--- src/design/alr_pkg.sv ---
// Shared types, constants and colour weighting for the antialiased line rasterizer.
// Used by every module of the design; depends on nothing else.

package alr_pkg;

    // Fixed field widths
    localparam int COORD_BITS    = 14;
    localparam int FRAC_BITS     = 8;
    localparam int OUT_BITS      = COORD_BITS + 1;
    localparam int ACC_BITS      = COORD_BITS + FRAC_BITS + 2;
    localparam int SLOPE_BITS    = FRAC_BITS + 2;
    localparam int DIM_BITS      = 13;
    localparam int COLOUR_BITS   = 32;
    localparam int CHAN_BITS     = 8;
    localparam int IN_DATA_BITS  = 88;
    localparam int OUT_DATA_BITS = 128;

    // Command codes carried in tuser
    localparam logic CMD_START   = 1'b0;
    localparam logic CMD_ADVANCE = 1'b1;

    // Configuration register indexes
    localparam logic CFG_WIDTH  = 1'b0;
    localparam logic CFG_HEIGHT = 1'b1;

    localparam logic [DIM_BITS-1:0] WIDTH_RESET  = 13'd640;
    localparam logic [DIM_BITS-1:0] HEIGHT_RESET = 13'd480;

    // Full weight: all fraction bits set
    localparam logic [FRAC_BITS-1:0] WEIGHT_FULL = '1;

    // One queue entry: either a prepared line or an advance command.
    typedef struct packed {
        logic                          kind;
        logic                          steep;
        logic                          axis_only;
        logic signed [COORD_BITS-1:0]  major_pos;
        logic signed [COORD_BITS-1:0]  major_end;
        logic signed [COORD_BITS-1:0]  minor_start;
        logic signed [SLOPE_BITS-1:0]  slope;
        logic [COLOUR_BITS-1:0]        colour;
    } t_entry;

    // Framebuffer size used for clipping.
    typedef struct packed {
        logic [DIM_BITS-1:0] width;
        logic [DIM_BITS-1:0] height;
    } t_frame;

    // Scale one channel by w / WEIGHT_FULL, truncating. The reciprocal of 255
    // is formed as (p + (p >> 8) + 1) >> 8, exact over the product range.
    function automatic logic [CHAN_BITS-1:0] scale_chan(
        input logic [CHAN_BITS-1:0] c,
        input logic [FRAC_BITS-1:0] w
    );
        logic [CHAN_BITS+FRAC_BITS-1:0] p;
        logic [CHAN_BITS+FRAC_BITS:0]   s;
        p = (CHAN_BITS+FRAC_BITS)'(c) * (CHAN_BITS+FRAC_BITS)'(w);
        s = {1'b0, p} + {1'b0, (p >> FRAC_BITS)} + (CHAN_BITS+FRAC_BITS+1)'(1);
        return s[CHAN_BITS+FRAC_BITS-1:FRAC_BITS];
    endfunction

    // Weight red, green and blue; alpha passes through.
    function automatic logic [COLOUR_BITS-1:0] weigh(
        input logic [COLOUR_BITS-1:0] c,
        input logic [FRAC_BITS-1:0]   w
    );
        return {c[31:24], scale_chan(c[23:16], w), scale_chan(c[15:8], w),
                scale_chan(c[7:0], w)};
    endfunction

endpackage

--- src/design/alr_front.sv ---
// Front end: accepts input transfers, sorts line endpoints and divides out the slope.
// Depends on alr_pkg; feeds entries into alr_queue.

module alr_front (
    input  logic                                 i_clk,
    input  logic                                 i_rst_n,
    input  logic                                 s_axis_tvalid,
    output logic                                 s_axis_tready,
    input  logic [alr_pkg::IN_DATA_BITS-1:0]     s_axis_tdata,
    input  logic                                 s_axis_tuser,
    input  logic                                 i_full,
    output logic                                 o_push,
    output alr_pkg::t_entry                      o_entry
);

    localparam int CB    = alr_pkg::COORD_BITS;
    localparam int FB    = alr_pkg::FRAC_BITS;
    localparam int STEPS = FB + 1;
    localparam int CNT_BITS = $clog2(STEPS + 1);

    localparam logic [1:0] S_IDLE  = 2'd0;
    localparam logic [1:0] S_ORDER = 2'd1;
    localparam logic [1:0] S_DIV   = 2'd2;
    localparam logic [1:0] S_PUSH  = 2'd3;

    logic [1:0] r_state, n_state;

    // Raw endpoint registers
    logic signed [CB-1:0] r_ax, r_ay, r_bx, r_by;
    logic signed [CB:0]   r_ddx, r_ddy;
    logic [CB-1:0]        r_adx, r_ady;
    logic                 r_steep;
    logic [alr_pkg::COLOUR_BITS-1:0] r_colour;

    // Ordered line and divider registers
    logic signed [CB-1:0] r_major_pos, r_major_end, r_minor_start;
    logic                 r_axis_only;
    logic                 r_neg;
    logic [CB-1:0]        r_den, r_rem;
    logic [FB:0]          r_shf, r_quo;
    logic [CNT_BITS-1:0]  r_cnt;

    logic signed [CB-1:0] in_ax, in_ay, in_bx, in_by;
    logic signed [CB:0]   ddx, ddy, adx_w, ady_w;
    logic                 accept;

    logic signed [CB:0]   dmaj, dmin;
    logic                 swap;
    logic [CB-1:0]        amaj, amin;
    logic signed [CB-1:0] maj_a, maj_b, min_a, min_b;

    logic [CB:0]          trial;
    logic                 ge;
    logic [CB-1:0]        rem_next;
    logic signed [alr_pkg::SLOPE_BITS-1:0] quo_s, slope;

    // Input unpacking and deltas
    assign in_ax = s_axis_tdata[CB-1:0];
    assign in_ay = s_axis_tdata[2*CB-1:CB];
    assign in_bx = s_axis_tdata[3*CB-1:2*CB];
    assign in_by = s_axis_tdata[4*CB-1:3*CB];
    assign ddx   = {in_bx[CB-1], in_bx} - {in_ax[CB-1], in_ax};
    assign ddy   = {in_by[CB-1], in_by} - {in_ay[CB-1], in_ay};
    assign adx_w = ddx[CB] ? -ddx : ddx;
    assign ady_w = ddy[CB] ? -ddy : ddy;

    assign s_axis_tready = (r_state == S_IDLE) && !i_full;
    assign accept        = s_axis_tvalid && s_axis_tready;

    // Axis selection and endpoint ordering
    assign dmaj  = r_steep ? r_ddy : r_ddx;
    assign dmin  = r_steep ? r_ddx : r_ddy;
    assign amaj  = r_steep ? r_ady : r_adx;
    assign amin  = r_steep ? r_adx : r_ady;
    assign maj_a = r_steep ? r_ay : r_ax;
    assign maj_b = r_steep ? r_by : r_bx;
    assign min_a = r_steep ? r_ax : r_ay;
    assign min_b = r_steep ? r_bx : r_by;
    assign swap  = dmaj[CB];

    // One quotient bit per cycle of |minor delta| * 2^FRAC_BITS / |major delta|
    assign trial    = {r_rem, r_shf[FB]};
    assign ge       = trial >= {1'b0, r_den};
    assign rem_next = ge ? CB'(trial - {1'b0, r_den}) : trial[CB-1:0];

    assign quo_s = $signed({1'b0, r_quo});
    assign slope = (r_den == '0) ? '0 : (r_neg ? -quo_s : quo_s);

    // Next state
    always_comb begin
        n_state = r_state;
        case (r_state)
            S_IDLE: begin
                if (accept && (s_axis_tuser == alr_pkg::CMD_START)) begin
                    n_state = S_ORDER;
                end
            end
            S_ORDER: n_state = S_DIV;
            S_DIV: begin
                if (r_cnt == CNT_BITS'(1)) begin
                    n_state = S_PUSH;
                end
            end
            S_PUSH: begin
                if (!i_full) begin
                    n_state = S_IDLE;
                end
            end
            default: n_state = S_IDLE;
        endcase
    end

    always_ff @(posedge i_clk) begin
        if (!i_rst_n) begin
            r_state <= S_IDLE;
        end else begin
            r_state <= n_state;
        end
    end

    // Datapath registers
    always_ff @(posedge i_clk) begin
        case (r_state)
            S_IDLE: begin
                if (accept) begin
                    r_ax     <= in_ax;
                    r_ay     <= in_ay;
                    r_bx     <= in_bx;
                    r_by     <= in_by;
                    r_ddx    <= ddx;
                    r_ddy    <= ddy;
                    r_adx    <= adx_w[CB-1:0];
                    r_ady    <= ady_w[CB-1:0];
                    r_steep  <= ady_w > adx_w;
                    r_colour <= s_axis_tdata[4*CB+alr_pkg::COLOUR_BITS-1:4*CB];
                end
            end
            S_ORDER: begin
                r_major_pos   <= swap ? maj_b : maj_a;
                r_major_end   <= swap ? maj_a : maj_b;
                r_minor_start <= swap ? min_b : min_a;
                r_axis_only   <= (amin == '0);
                r_neg         <= dmin[CB] ^ swap;
                r_den         <= amaj;
                r_rem         <= amin >> 1;
                r_shf         <= {amin[0], {FB{1'b0}}};
                r_quo         <= '0;
                r_cnt         <= CNT_BITS'(STEPS);
            end
            S_DIV: begin
                r_rem <= rem_next;
                r_quo <= {r_quo[FB-1:0], ge};
                r_shf <= {r_shf[FB-1:0], 1'b0};
                r_cnt <= r_cnt - CNT_BITS'(1);
            end
            default: begin
            end
        endcase
    end

    // Queue write: advances go straight in, prepared lines after the divide
    always_comb begin
        o_push            = 1'b0;
        o_entry.kind      = alr_pkg::CMD_ADVANCE;
        o_entry.steep     = r_steep;
        o_entry.axis_only = r_axis_only;
        o_entry.major_pos = r_major_pos;
        o_entry.major_end = r_major_end;
        o_entry.minor_start = r_minor_start;
        o_entry.slope     = slope;
        o_entry.colour    = r_colour;
        if (r_state == S_PUSH) begin
            o_push       = !i_full;
            o_entry.kind = alr_pkg::CMD_START;
        end else if (accept && (s_axis_tuser == alr_pkg::CMD_ADVANCE)) begin
            o_push = 1'b1;
        end
    end

endmodule

--- src/design/alr_queue.sv ---
// Short first-in first-out queue of line and advance entries between front and back.
// Depends on alr_pkg for the entry type.

module alr_queue #(
    parameter int DEPTH = 4
) (
    input  logic             i_clk,
    input  logic             i_rst_n,
    input  logic             i_push,
    input  alr_pkg::t_entry  i_entry,
    output logic             o_full,
    input  logic             i_pop,
    output alr_pkg::t_entry  o_entry,
    output logic             o_empty
);

    localparam int PTR_BITS = (DEPTH > 1) ? $clog2(DEPTH) : 1;
    localparam int CNT_BITS = $clog2(DEPTH + 1);

    alr_pkg::t_entry r_slots [DEPTH];
    logic [PTR_BITS-1:0] r_wr_ptr, r_rd_ptr;
    logic [CNT_BITS-1:0] r_count;
    logic                do_push, do_pop;

    assign o_full  = (r_count == CNT_BITS'(DEPTH));
    assign o_empty = (r_count == '0);
    assign do_push = i_push && !o_full;
    assign do_pop  = i_pop && !o_empty;
    assign o_entry = r_slots[r_rd_ptr];

    // Storage write
    always_ff @(posedge i_clk) begin
        if (do_push) begin
            r_slots[r_wr_ptr] <= i_entry;
        end
    end

    // Pointers and fill count
    always_ff @(posedge i_clk) begin
        if (!i_rst_n) begin
            r_wr_ptr <= '0;
            r_rd_ptr <= '0;
            r_count  <= '0;
        end else begin
            if (do_push) begin
                r_wr_ptr <= (r_wr_ptr == PTR_BITS'(DEPTH - 1)) ? '0
                                                                : r_wr_ptr + PTR_BITS'(1);
            end
            if (do_pop) begin
                r_rd_ptr <= (r_rd_ptr == PTR_BITS'(DEPTH - 1)) ? '0
                                                                : r_rd_ptr + PTR_BITS'(1);
            end
            if (do_push && !do_pop) begin
                r_count <= r_count + CNT_BITS'(1);
            end else if (do_pop && !do_push) begin
                r_count <= r_count - CNT_BITS'(1);
            end
        end
    end

endmodule

--- src/design/alr_back.sv ---
// Back end: holds the active line, steps the DDA and drives the output register.
// Depends on alr_pkg; reads entries from alr_queue.

module alr_back (
    input  logic                                 i_clk,
    input  logic                                 i_rst_n,
    input  alr_pkg::t_frame                      i_frame,
    input  logic                                 i_empty,
    input  alr_pkg::t_entry                      i_entry,
    output logic                                 o_pop,
    output logic                                 m_axis_tvalid,
    input  logic                                 m_axis_tready,
    output logic [alr_pkg::OUT_DATA_BITS-1:0]    m_axis_tdata,
    output logic                                 m_axis_tlast
);

    localparam int CB = alr_pkg::COORD_BITS;
    localparam int FB = alr_pkg::FRAC_BITS;
    localparam int OB = alr_pkg::OUT_BITS;
    localparam int AB = alr_pkg::ACC_BITS;
    localparam int XB = alr_pkg::COLOUR_BITS;

    // Line state
    logic                 r_active;
    logic                 r_steep, r_axis_only;
    logic signed [CB-1:0] r_major_pos, r_major_end;
    logic signed [AB-1:0] r_accum;
    logic signed [alr_pkg::SLOPE_BITS-1:0] r_slope;
    logic [XB-1:0]        r_colour;

    // Output register
    logic                 r_out_valid;
    logic [alr_pkg::OUT_DATA_BITS-1:0] r_out_data;
    logic                 r_out_last;

    logic                 is_start, can_emit, emit, last;
    logic [OB-1:0]        minor, minor_adj, major;
    logic [FB-1:0]        frac;
    logic [OB-1:0]        mx, my, nx, ny;
    logic [XB-1:0]        main_col, adj_col;
    logic                 main_in, adj_in;
    logic [alr_pkg::OUT_DATA_BITS-1:0] out_word;

    function automatic logic inside_dim(
        input logic [OB-1:0]                v,
        input logic [alr_pkg::DIM_BITS-1:0] lim
    );
        return !v[OB-1] && (v[OB-2:0] < (OB-1)'(lim));
    endfunction

    assign is_start = (i_entry.kind == alr_pkg::CMD_START);
    assign can_emit = !r_out_valid || m_axis_tready;
    assign emit     = !i_empty && !is_start && r_active && can_emit;
    assign o_pop    = !i_empty && (is_start || !r_active || can_emit);

    // Current column geometry
    assign minor     = r_accum[FB+OB-1:FB];
    assign minor_adj = minor + OB'(1);
    assign major     = {r_major_pos[CB-1], r_major_pos};
    assign frac      = r_accum[FB-1:0];
    assign last      = r_major_pos >= r_major_end;
    assign mx        = r_steep ? minor : major;
    assign my        = r_steep ? major : minor;
    assign nx        = r_steep ? minor_adj : major;
    assign ny        = r_steep ? major : minor_adj;

    assign main_in  = inside_dim(mx, i_frame.width) && inside_dim(my, i_frame.height);
    assign adj_in   = inside_dim(nx, i_frame.width) && inside_dim(ny, i_frame.height);
    assign main_col = r_axis_only ? r_colour
                                  : alr_pkg::weigh(r_colour, alr_pkg::WEIGHT_FULL - frac);
    assign adj_col  = alr_pkg::weigh(r_colour, frac);

    // Pack the result, main pixel in the lowest bits
    always_comb begin
        if (r_axis_only) begin
            out_word = {2'b00, 1'b0, {XB{1'b0}}, {OB{1'b0}}, {OB{1'b0}},
                        main_in, main_col, my, mx};
        end else begin
            out_word = {2'b00, adj_in, adj_col, ny, nx, main_in, main_col, my, mx};
        end
    end

    // Line state update
    always_ff @(posedge i_clk) begin
        if (!i_rst_n) begin
            r_active <= 1'b0;
        end else if (o_pop && is_start) begin
            r_active <= 1'b1;
        end else if (emit && last) begin
            r_active <= 1'b0;
        end
    end

    always_ff @(posedge i_clk) begin
        if (o_pop && is_start) begin
            r_steep     <= i_entry.steep;
            r_axis_only <= i_entry.axis_only;
            r_major_pos <= i_entry.major_pos;
            r_major_end <= i_entry.major_end;
            r_accum     <= {{(AB-CB-FB){i_entry.minor_start[CB-1]}}, i_entry.minor_start,
                            {FB{1'b0}}};
            r_slope     <= i_entry.slope;
            r_colour    <= i_entry.colour;
        end else if (emit && !last) begin
            r_major_pos <= r_major_pos + CB'(1);
            r_accum     <= r_accum + AB'(r_slope);
        end
    end

    // Output register: refilled in the cycle its transfer completes
    always_ff @(posedge i_clk) begin
        if (!i_rst_n) begin
            r_out_valid <= 1'b0;
        end else if (emit) begin
            r_out_valid <= 1'b1;
        end else if (m_axis_tready) begin
            r_out_valid <= 1'b0;
        end
    end

    always_ff @(posedge i_clk) begin
        if (emit) begin
            r_out_data <= out_word;
            r_out_last <= last;
        end
    end

    assign m_axis_tvalid = r_out_valid;
    assign m_axis_tdata  = r_out_data;
    assign m_axis_tlast  = r_out_last;

endmodule

--- src/design/antialiased_line_rasterizer.sv ---
// Antialiased line rasterizer: start commands set up a line, advance commands emit columns.
// An advance column is registered in the queue, then in the output register; a start
// holds the input while it is ordered, has its slope divided bit-serially and is queued.
// One advance per cycle while the front end is idle and the queue has room. Synchronous
// active-low reset idles the line, empties the queue, restores the 640 by 480 frame size.
// Depends on alr_pkg, alr_front, alr_queue and alr_back.

module antialiased_line_rasterizer #(
    parameter int QUEUE_DEPTH = 4
) (
    input  logic                                 i_clk,
    input  logic                                 i_rst_n,
    // Configuration write port
    input  logic                                 i_cfg_we,
    input  logic                                 i_cfg_addr,
    input  logic [alr_pkg::DIM_BITS-1:0]         i_cfg_wdata,
    // Command stream
    input  logic                                 s_axis_tvalid,
    output logic                                 s_axis_tready,
    // start_x, start_y, end_x, end_y, line_colour
    input  logic [alr_pkg::IN_DATA_BITS-1:0]     s_axis_tdata,
    // cmd
    input  logic                                 s_axis_tuser,
    // Column stream
    output logic                                 m_axis_tvalid,
    input  logic                                 m_axis_tready,
    // main_x, main_y, main_colour, main_valid, adj_x, adj_y, adj_colour, adj_valid, zero pad
    output logic [alr_pkg::OUT_DATA_BITS-1:0]    m_axis_tdata,
    // last_column
    output logic                                 m_axis_tlast
);

    alr_pkg::t_frame r_frame;
    alr_pkg::t_entry push_entry, head_entry;
    logic            push, pop, full, empty;

    // Frame size registers
    always_ff @(posedge i_clk) begin
        if (!i_rst_n) begin
            r_frame.width  <= alr_pkg::WIDTH_RESET;
            r_frame.height <= alr_pkg::HEIGHT_RESET;
        end else if (i_cfg_we) begin
            case (i_cfg_addr)
                alr_pkg::CFG_WIDTH:  r_frame.width  <= i_cfg_wdata;
                alr_pkg::CFG_HEIGHT: r_frame.height <= i_cfg_wdata;
                default: begin
                end
            endcase
        end
    end

    alr_front u_front (
        .i_clk         (i_clk),
        .i_rst_n       (i_rst_n),
        .s_axis_tvalid (s_axis_tvalid),
        .s_axis_tready (s_axis_tready),
        .s_axis_tdata  (s_axis_tdata),
        .s_axis_tuser  (s_axis_tuser),
        .i_full        (full),
        .o_push        (push),
        .o_entry       (push_entry)
    );

    alr_queue #(
        .DEPTH (QUEUE_DEPTH)
    ) u_queue (
        .i_clk   (i_clk),
        .i_rst_n (i_rst_n),
        .i_push  (push),
        .i_entry (push_entry),
        .o_full  (full),
        .i_pop   (pop),
        .o_entry (head_entry),
        .o_empty (empty)
    );

    alr_back u_back (
        .i_clk         (i_clk),
        .i_rst_n       (i_rst_n),
        .i_frame       (r_frame),
        .i_empty       (empty),
        .i_entry       (head_entry),
        .o_pop         (pop),
        .m_axis_tvalid (m_axis_tvalid),
        .m_axis_tready (m_axis_tready),
        .m_axis_tdata  (m_axis_tdata),
        .m_axis_tlast  (m_axis_tlast)
    );

endmodule

--- config.mk ---
export PLATFORM = sky130hd
export DESIGN_NAME = antialiased_line_rasterizer
export DESIGN_NICKNAME = d
export VERILOG_FILES = /design/src/design/alr_pkg.sv /design/src/design/alr_front.sv /design/src/design/alr_queue.sv /design/src/design/alr_back.sv /design/src/design/antialiased_line_rasterizer.sv
export SDC_FILE = /design/constraint.sdc
export NUM_CORES = 2
export LEC_CHECK = 0
export BUFFER_PORTS_ARGS = -buffer_cell sky130_fd_sc_hd__buf_4
export CAP_MARGIN = 0
export CORE_UTILIZATION = 40
export DETAILED_ROUTE_END_ITERATION = 16
export GPL_TIMING_DRIVEN = 0
export PLACE_DENSITY_LB_ADDON = 0.08
export SLEW_MARGIN = 10
export SYNTH_ARGS = -nofsm -noshare
export SYNTH_HDL_FRONTEND = slang
export SYNTH_SLANG_ARGS = --single-unit
--- constraint.sdc ---
create_clock -name i_clk -period 8.41 [get_ports i_clk]
set_input_delay 1.682 -clock i_clk [delete_from_list [all_inputs] [get_ports i_clk]]
set_output_delay 1.682 -clock i_clk [all_outputs]
set_load 0.01 [all_outputs]
# Yosys cells after proc, flatten, opt, wreduce, memory -nomap -nowiden
# Memory sizes are Yosys's and may differ from the RTL's. A register that Yosys moved wholly into a read port is not among the register bits.
# Index checks and enable logic that the tools add are counted.
[word_totals] regBits=501 mem_count=1 ram_bits=348 rom_bits=0 latchBits=0 inputBits=108
[mem_list] name="u_queue.r_slots" depth=4 width=87 read_ports=1 rd_clocked_by_memory_dff=1 wr=1 line_no="alr_queue.sv:20" rtl="alr_pkg::t_entry r_slots [DEPTH];"
[op_classes] n_bitwise=4 n_addsub=27 eq_ne=10 n_mux=48 magnitude_cmp=7 shift=0 n_reduce_logical=48 n_mul=6 n_div=0
[ops] operator="$mux W14" n=12
[ops] operator="$mux W15" n=8
[ops] operator="$add A16 B1 Y16 const B" n=6
[ops] operator="$add A16 B8 Y16" n=6
[ops] operator="$mul A8 B8 Y16" n=6
[ops] operator="$mux W24" n=3
[ops] operator="$lt A14 B13 Y1" n=4
[ops] operator="$pmux W9 S2" n=2
[ops] operator="$neg A15 Y15" n=2
[ops] operator="$sub A14 B14 Y15" n=2
[ops] operator="$logic_not A14 Y1" n=2
[ops] operator="$pmux W14 S2" n=1
[ops] operator="$add A24 B10 Y24" n=1
[ops] operator="$logic_and A1 B1 Y1" n=21
[ops] operator="$mux W10" n=2
[ops] operator="$add A15 B1 Y15 const B" n=1
[ops] operator="$ge A15 B14 Y1" n=1
[ops] operator="$gt A15 B15 Y1" n=1
[ops] operator="$add A14 B2 Y14 const B" n=1
[ops] operator="$ge A14 B14 Y1" n=1
[ops] operator="$mux W2" n=7
[ops] operator="$sub A14 B14 Y14" n=1
[ops] operator="$logic_not A1 Y1" n=11
[ops] operator="$neg A9 Y10" n=1
[ops] operator="23 further kinds" n=47

# Logic depth before layout (Yosys ltp)
[logic_depth] ltp_word=12 ltp_mapped=27 mapped_depth_nobuf=25

# Modules after synthesis
# Synthesis repeated with hierarchy kept, for this count alone.
[hier_totals] hier_cells=4384 hier_area_um2=52316.4
[by_module_without_submodules] mod="alr_back" cells_per_inst=2794 area_per_inst_um2=26598.0 n_inst=1
[by_module_without_submodules] mod="alr_queue" cells_per_inst=506 area_per_inst_um2=13028.7 n_inst=1
[by_module_without_submodules] mod="alr_front" cells_per_inst=976 area_per_inst_um2=11649.9 n_inst=1
[by_module_without_submodules] mod="antialiased_line_rasterizer" cells_per_inst=108 area_per_inst_um2=1039.7 n_inst=1

# Worst setup path after synthesis
# Ideal clock, no wire load.
[synth_timing] kind="in2reg" from="in s_axis_tvalid" to="mem u_queue.r_slots[1][0] (netlist bit) (enable)" slack_ns=0.785 path_buffers=0 arrival_ns=7.169 stages=4 path_cell_list="and2_1 > a21oi_1 > nor2_1 > and2_1"
[synth_between] elab_chain_len=7
[synth_lines] item="start, declared" line_no="antialiased_line_rasterizer.sv:18" rtl="input logic s_axis_tvalid,"
[synth_lines] item="$logic_and A1 B1 Y1" line_no="alr_front.sv:68" rtl="assign accept = s_axis_tvalid && s_axis_tready;"
[synth_lines] item="$logic_and A1 B1 Y1" line_no="alr_front.sv:175" rtl="end else if (accept && (s_axis_tuser == alr_pkg::CMD_ADVANCE)) begin"
[synth_lines] item="$mux W1" line_no="alr_front.sv:175"
[synth_lines] item="$mux W1" line_no="alr_front.sv:172" rtl="if (r_state == S_PUSH) begin"
[synth_lines] item="$logic_and A1 B1 Y1" line_no="alr_queue.sv:27" rtl="assign do_push = i_push && !o_full;"
[synth_lines] item="via u_queue.do_push" line_no="alr_queue.sv:23" rtl="logic do_push, do_pop;"
[synth_lines] item="$mux W1" line_no="alr_queue.sv:33" rtl="if (do_push) begin"
[synth_lines] item="$mux W1 (not written as such)" line_no="alr_queue.sv:34" rtl="r_slots[r_wr_ptr] <= i_entry;"
[synth_lines] item="end, declared" line_no="alr_queue.sv:20"
# The timed path passes the listed nets, and every way through them passes these cells.

# Final worst setup path
[layout_timing] from="reg u_back.r_accum[0]" to="reg u_back.r_out_data, in the netlist u_back.m_axis_tdata[34] (data pin)"
[layout_between] elab_chain_len=5
[layout_lines] item="start, declared" line_no="alr_back.sv:27" rtl="logic signed [AB-1:0] r_accum;"
[layout_lines] item="start signal, assigned" line_no="alr_back.sv:100" rtl="r_accum <= {{(AB-CB-FB){i_entry.minor_start[CB-1]}}, i_entry.minor_start,"
[layout_lines] item="start signal, assigned" line_no="alr_back.sv:106" rtl="r_accum <= r_accum + AB'(r_slope);"
[layout_lines] item="$sub A8 B8 Y8" line_no="alr_back.sv:70" rtl=": alr_pkg::weigh(r_colour, alr_pkg::WEIGHT_FULL - frac);"
[layout_lines] item="$mul A8 B8 Y16" line_no="alr_pkg.sv:58" rtl="p = (CHAN_BITS+FRAC_BITS)'(c) * (CHAN_BITS+FRAC_BITS)'(w);"
[layout_lines] item="$add A16 B8 Y16" line_no="alr_pkg.sv:59" rtl="s = {1'b0, p} + {1'b0, (p >> FRAC_BITS)} + (CHAN_BITS+FRAC_BITS+1)'(1);"
[layout_lines] item="$add A16 B1 Y16" line_no="alr_pkg.sv:59"
[layout_lines] item="$mux W24" line_no="alr_back.sv:69" rtl="assign main_col = r_axis_only ? r_colour"
[layout_lines] item="via u_back.main_col[4]" line_no="alr_back.sv:40" rtl="logic [XB-1:0] main_col, adj_col;"
[layout_lines] item="end signal, assigned" line_no="alr_back.sv:123" rtl="r_out_data <= out_word;"
[layout_lines] item="end, declared" line_no="alr_back.sv:33" rtl="logic [alr_pkg::OUT_DATA_BITS-1:0] r_out_data;"
# The timed path passes the listed nets, and every way through them passes these cells.
# A chain may end at the register's enable or synchronous reset.

==> results.yml <==
run_status:
  status: "completed"
placed_design:
  hpwlAfterDp_um: 104000
  port_buffers: 235
  placed_area_um2: 56000
  gp_congestion: 0.875
  pre_cts_ws_ns: 0.499
timing:
  clock_skew_ns: 0.0352
  setup_ws_ns: 0.300
  fmax_mhz: 123
  setup_tns_ns: 0
  slew_headroom: 0.188
  whs_ns: 0.439
  post-route-min-period_ns: 8.11
  rsz0062_at_grt: "true"
  maxSlewViolCount: 0
  setup_viol: 0
  tightest_slew_ns: 1.22
  finalHoldViolCount: 0
  fin_crit_sh: 0.964
route:
  top_layer: "met4"
  num_vias: 33500
  dr.pass1.iters: 5
  wl_met2_um: 64900
  drt-total-wl_um: 138000
  wl_met3_um: 6110
  vias_per_cell: 5.20
  drc: 0
  antenna_left: 0
  wl_met1_um: 63600
  wl_per_cell_um: 21.3
  drt_iter0_markers: 1957
final_layout:
  areaGrowthSynthToFinish_pct: 14.1
  nets: 5378
  fillers: 11900
  fin_area_um2: 59100
  layout-drive-gt1-share: 0.127
die:
  io-pin-count: 239
  fp.dieH_um: 362
  die-area_um2: 131000
  chipWidth_um: 362
  core_um2: 128000
  initial_core_util: 0.405
  rows: 131
synth:
  synth_top_cell_area_share: 0.445
  synth-compound-area-share: 0.0874
  syn_inst: 4297
  avgSynthCellArea_um2: 12.1
  synthFlopType: "edfxtp_1"
  synth_area_um2: 51800
  synthDistinctLibCells: 106
  synth_area_leaders: "edfxtp_1 44%, ha_1 10%, fa_1 8.5%, mux4_2 3.8%, inv_1 3.3%"
  synth_top_cells_by_count: "767 x edfxtp_1, 457 x inv_1, 412 x ha_1, 238 x nand2_1, 225 x nor2b_1"
  ys_seq_area_frac: 0.463
  synth-simple-area-share: 0.115
  ys_ff_latch: 814
  synth_edf_count: 767
  synthAdderAreaFrac: 0.185
  synth_xor_area_frac: 0.0363
  async_flop_share: 0
  synthMuxAreaShare: 0.0684
  synth_most_common_cell: "edfxtp_1"
  synth_top_family_by_area: "adder cells"
  synth_warnings: 0
  synth_top_area_cell: "edfxtp_1"
worst_setup_path:
  crit_chain: "clkbuf_1 > clkbuf_1 > nor2b_1 > fa_1 > ha_1 > inv_1 > fa_1 > inv_1 > fa_1 > a211oi_1 > o21bai_1 > a21oi_1 > o21ai_0 > xor2_1 > ha_1 > a21o_1 > a21oi_1 > nand2_1 > o21ai_0 > o31ai_1 > a41oi_1 > nor3b_1 > xnor2_1 > o21ai_0"
  arrival_ns: 8.50
  r2r_start: "u_back.r_accum[0]"
  cp-startpoint: "u_back.r_accum[0]"
  cp_max_fo: 10
  slowest_delay_ns: 0.67
  worstPathRequired_ns: 8.80
  critical_path_class: "register to register"
  cp_slowest_cell: "dfxtp_1"
  cp-start-kind: "register"
  end_kind: "register"
  regToRegSetupSlack_ns: 0.30
clock_network:
  clk_pin_slew_ns: 0.07
  postCtsHoldBufs: 0
  cts_tree: "yes"
  postCtsResizedCells: 0
  cts.sinks: 814
  clock_latency_ns: 0.71
  clock_path_buffers: 3
  cts_setup_buffers: 0
  cts_max_level: 3
  cts-root-buf: "clkbuf_16"
  cts_buffers: 92
worst_hold_path:
  worstHoldStart: "u_back.r_colour[27]"
  hp-class: "register to register"
grt:
  grt_pass1_wl_um: 209000
  grt-ovfl-total: 0
  grt_use_total: 0.210
  grt_start_max_net_pins: 103
  grt_pass1_vias: 33800
  antenna_found_initial: 3
job:
  max-cap-violations: 0
## layout make-up
cell class	instances	area (um^2)	share of cell area
diodes	2	5.00	0.0000847
clock buffers	110	2380	0.0403
inverters	460	1730	0.0293
well taps	1729	2160	0.0366
repair buffers	245	2000	0.0339
clock inverters	59	684	0.0116
plain buffers	157	613	0.0104
multi-input cells	2867	25500	0.432
flip-flops and latches	814	24000	0.406
## stage by stage
step            util  std cells
3_3_place_gp   0.435       6262
6_report       0.462       6443
2_1_floorplan      -       4298
5_1_grt        0.462       6441
4_1_cts        0.462       6441
3_5_place_dp   0.438       6272
## cell families after synthesis
family / after synthesis
flip-flops: 814
multiplexers: 239
AND/OR/NAND/NOR: 1110
XOR/XNOR: 205
adder cells (fa/ha/maj): 634
buffers and inverters: 617
AO/OA/AOI/OAI: 677
other: 1
## metal layers
layer | track usage | up-vias
met2 | 0.347 | 684
li1 | - | 16000
met1 | 0.291 | 16600
met4 | 0.0533 | 0
met3 | 0.0290 | 153
met5 | 0 | -
## path summary, 6_finish.rpt
check / end / cells after the start
hold / removal: u_back.m_axis_tdata[57] / 0
hold reg to reg: u_back.m_axis_tdata[57] / 0
setup reg to reg: u_back.m_axis_tdata[34] / 24
setup / recovery: u_back.m_axis_tdata[34] / 24
## worst max-delay path: cells and delay by family (launching register included)
| family | cells | cell delay (ns) |
|---|---|---|
| AND/OR/NAND/NOR | 3 | 0.34 |
| buffers and inverters | 4 | 1.35 |
| AO/OA/AOI/OAI | 10 | 2.48 |
| XOR/XNOR | 2 | 0.80 |
| adder cells (fa/ha/maj) | 5 | 2.13 |
| flip-flops | 1 | 0.67 |
## flip-flops by register name, indices dropped and copies added (netlist names), 23 cells and up, named ones only
name	cells
u_queue.r_slots	348
u_back.m_axis_tdata	126
u_back.r_colour	32
u_front.r_colour	32
r_frame	26
u_back.r_accum	23
## placed cells by master, fill, tap and decap left out, types with 28 or more instances in the layout
cell / n
buf_1: 28
ha_1: 410
nand2_1: 238
a21o_1: 57
nand3_1: 66
and2_1: 184
mux2i_1: 103
fa_1: 221
clkbuf_16: 92
mux4_2: 87
buf_4: 238
xor2_1: 62
a21oi_1: 180
inv_1: 456
xnor2_1: 136
nor2_1: 155
clkbuf_1: 133
nor3_1: 44
nor2b_1: 225
edfxtp_1: 767
dfxtp_1: 47
o21ai_0: 131
mux2_2: 48
o21a_1: 39
nand2b_1: 64
a211oi_1: 40
Power is left out: the tool's default activity adds up to more than one toggle a clock period on the data nets, which glitch-free logic cannot reach.
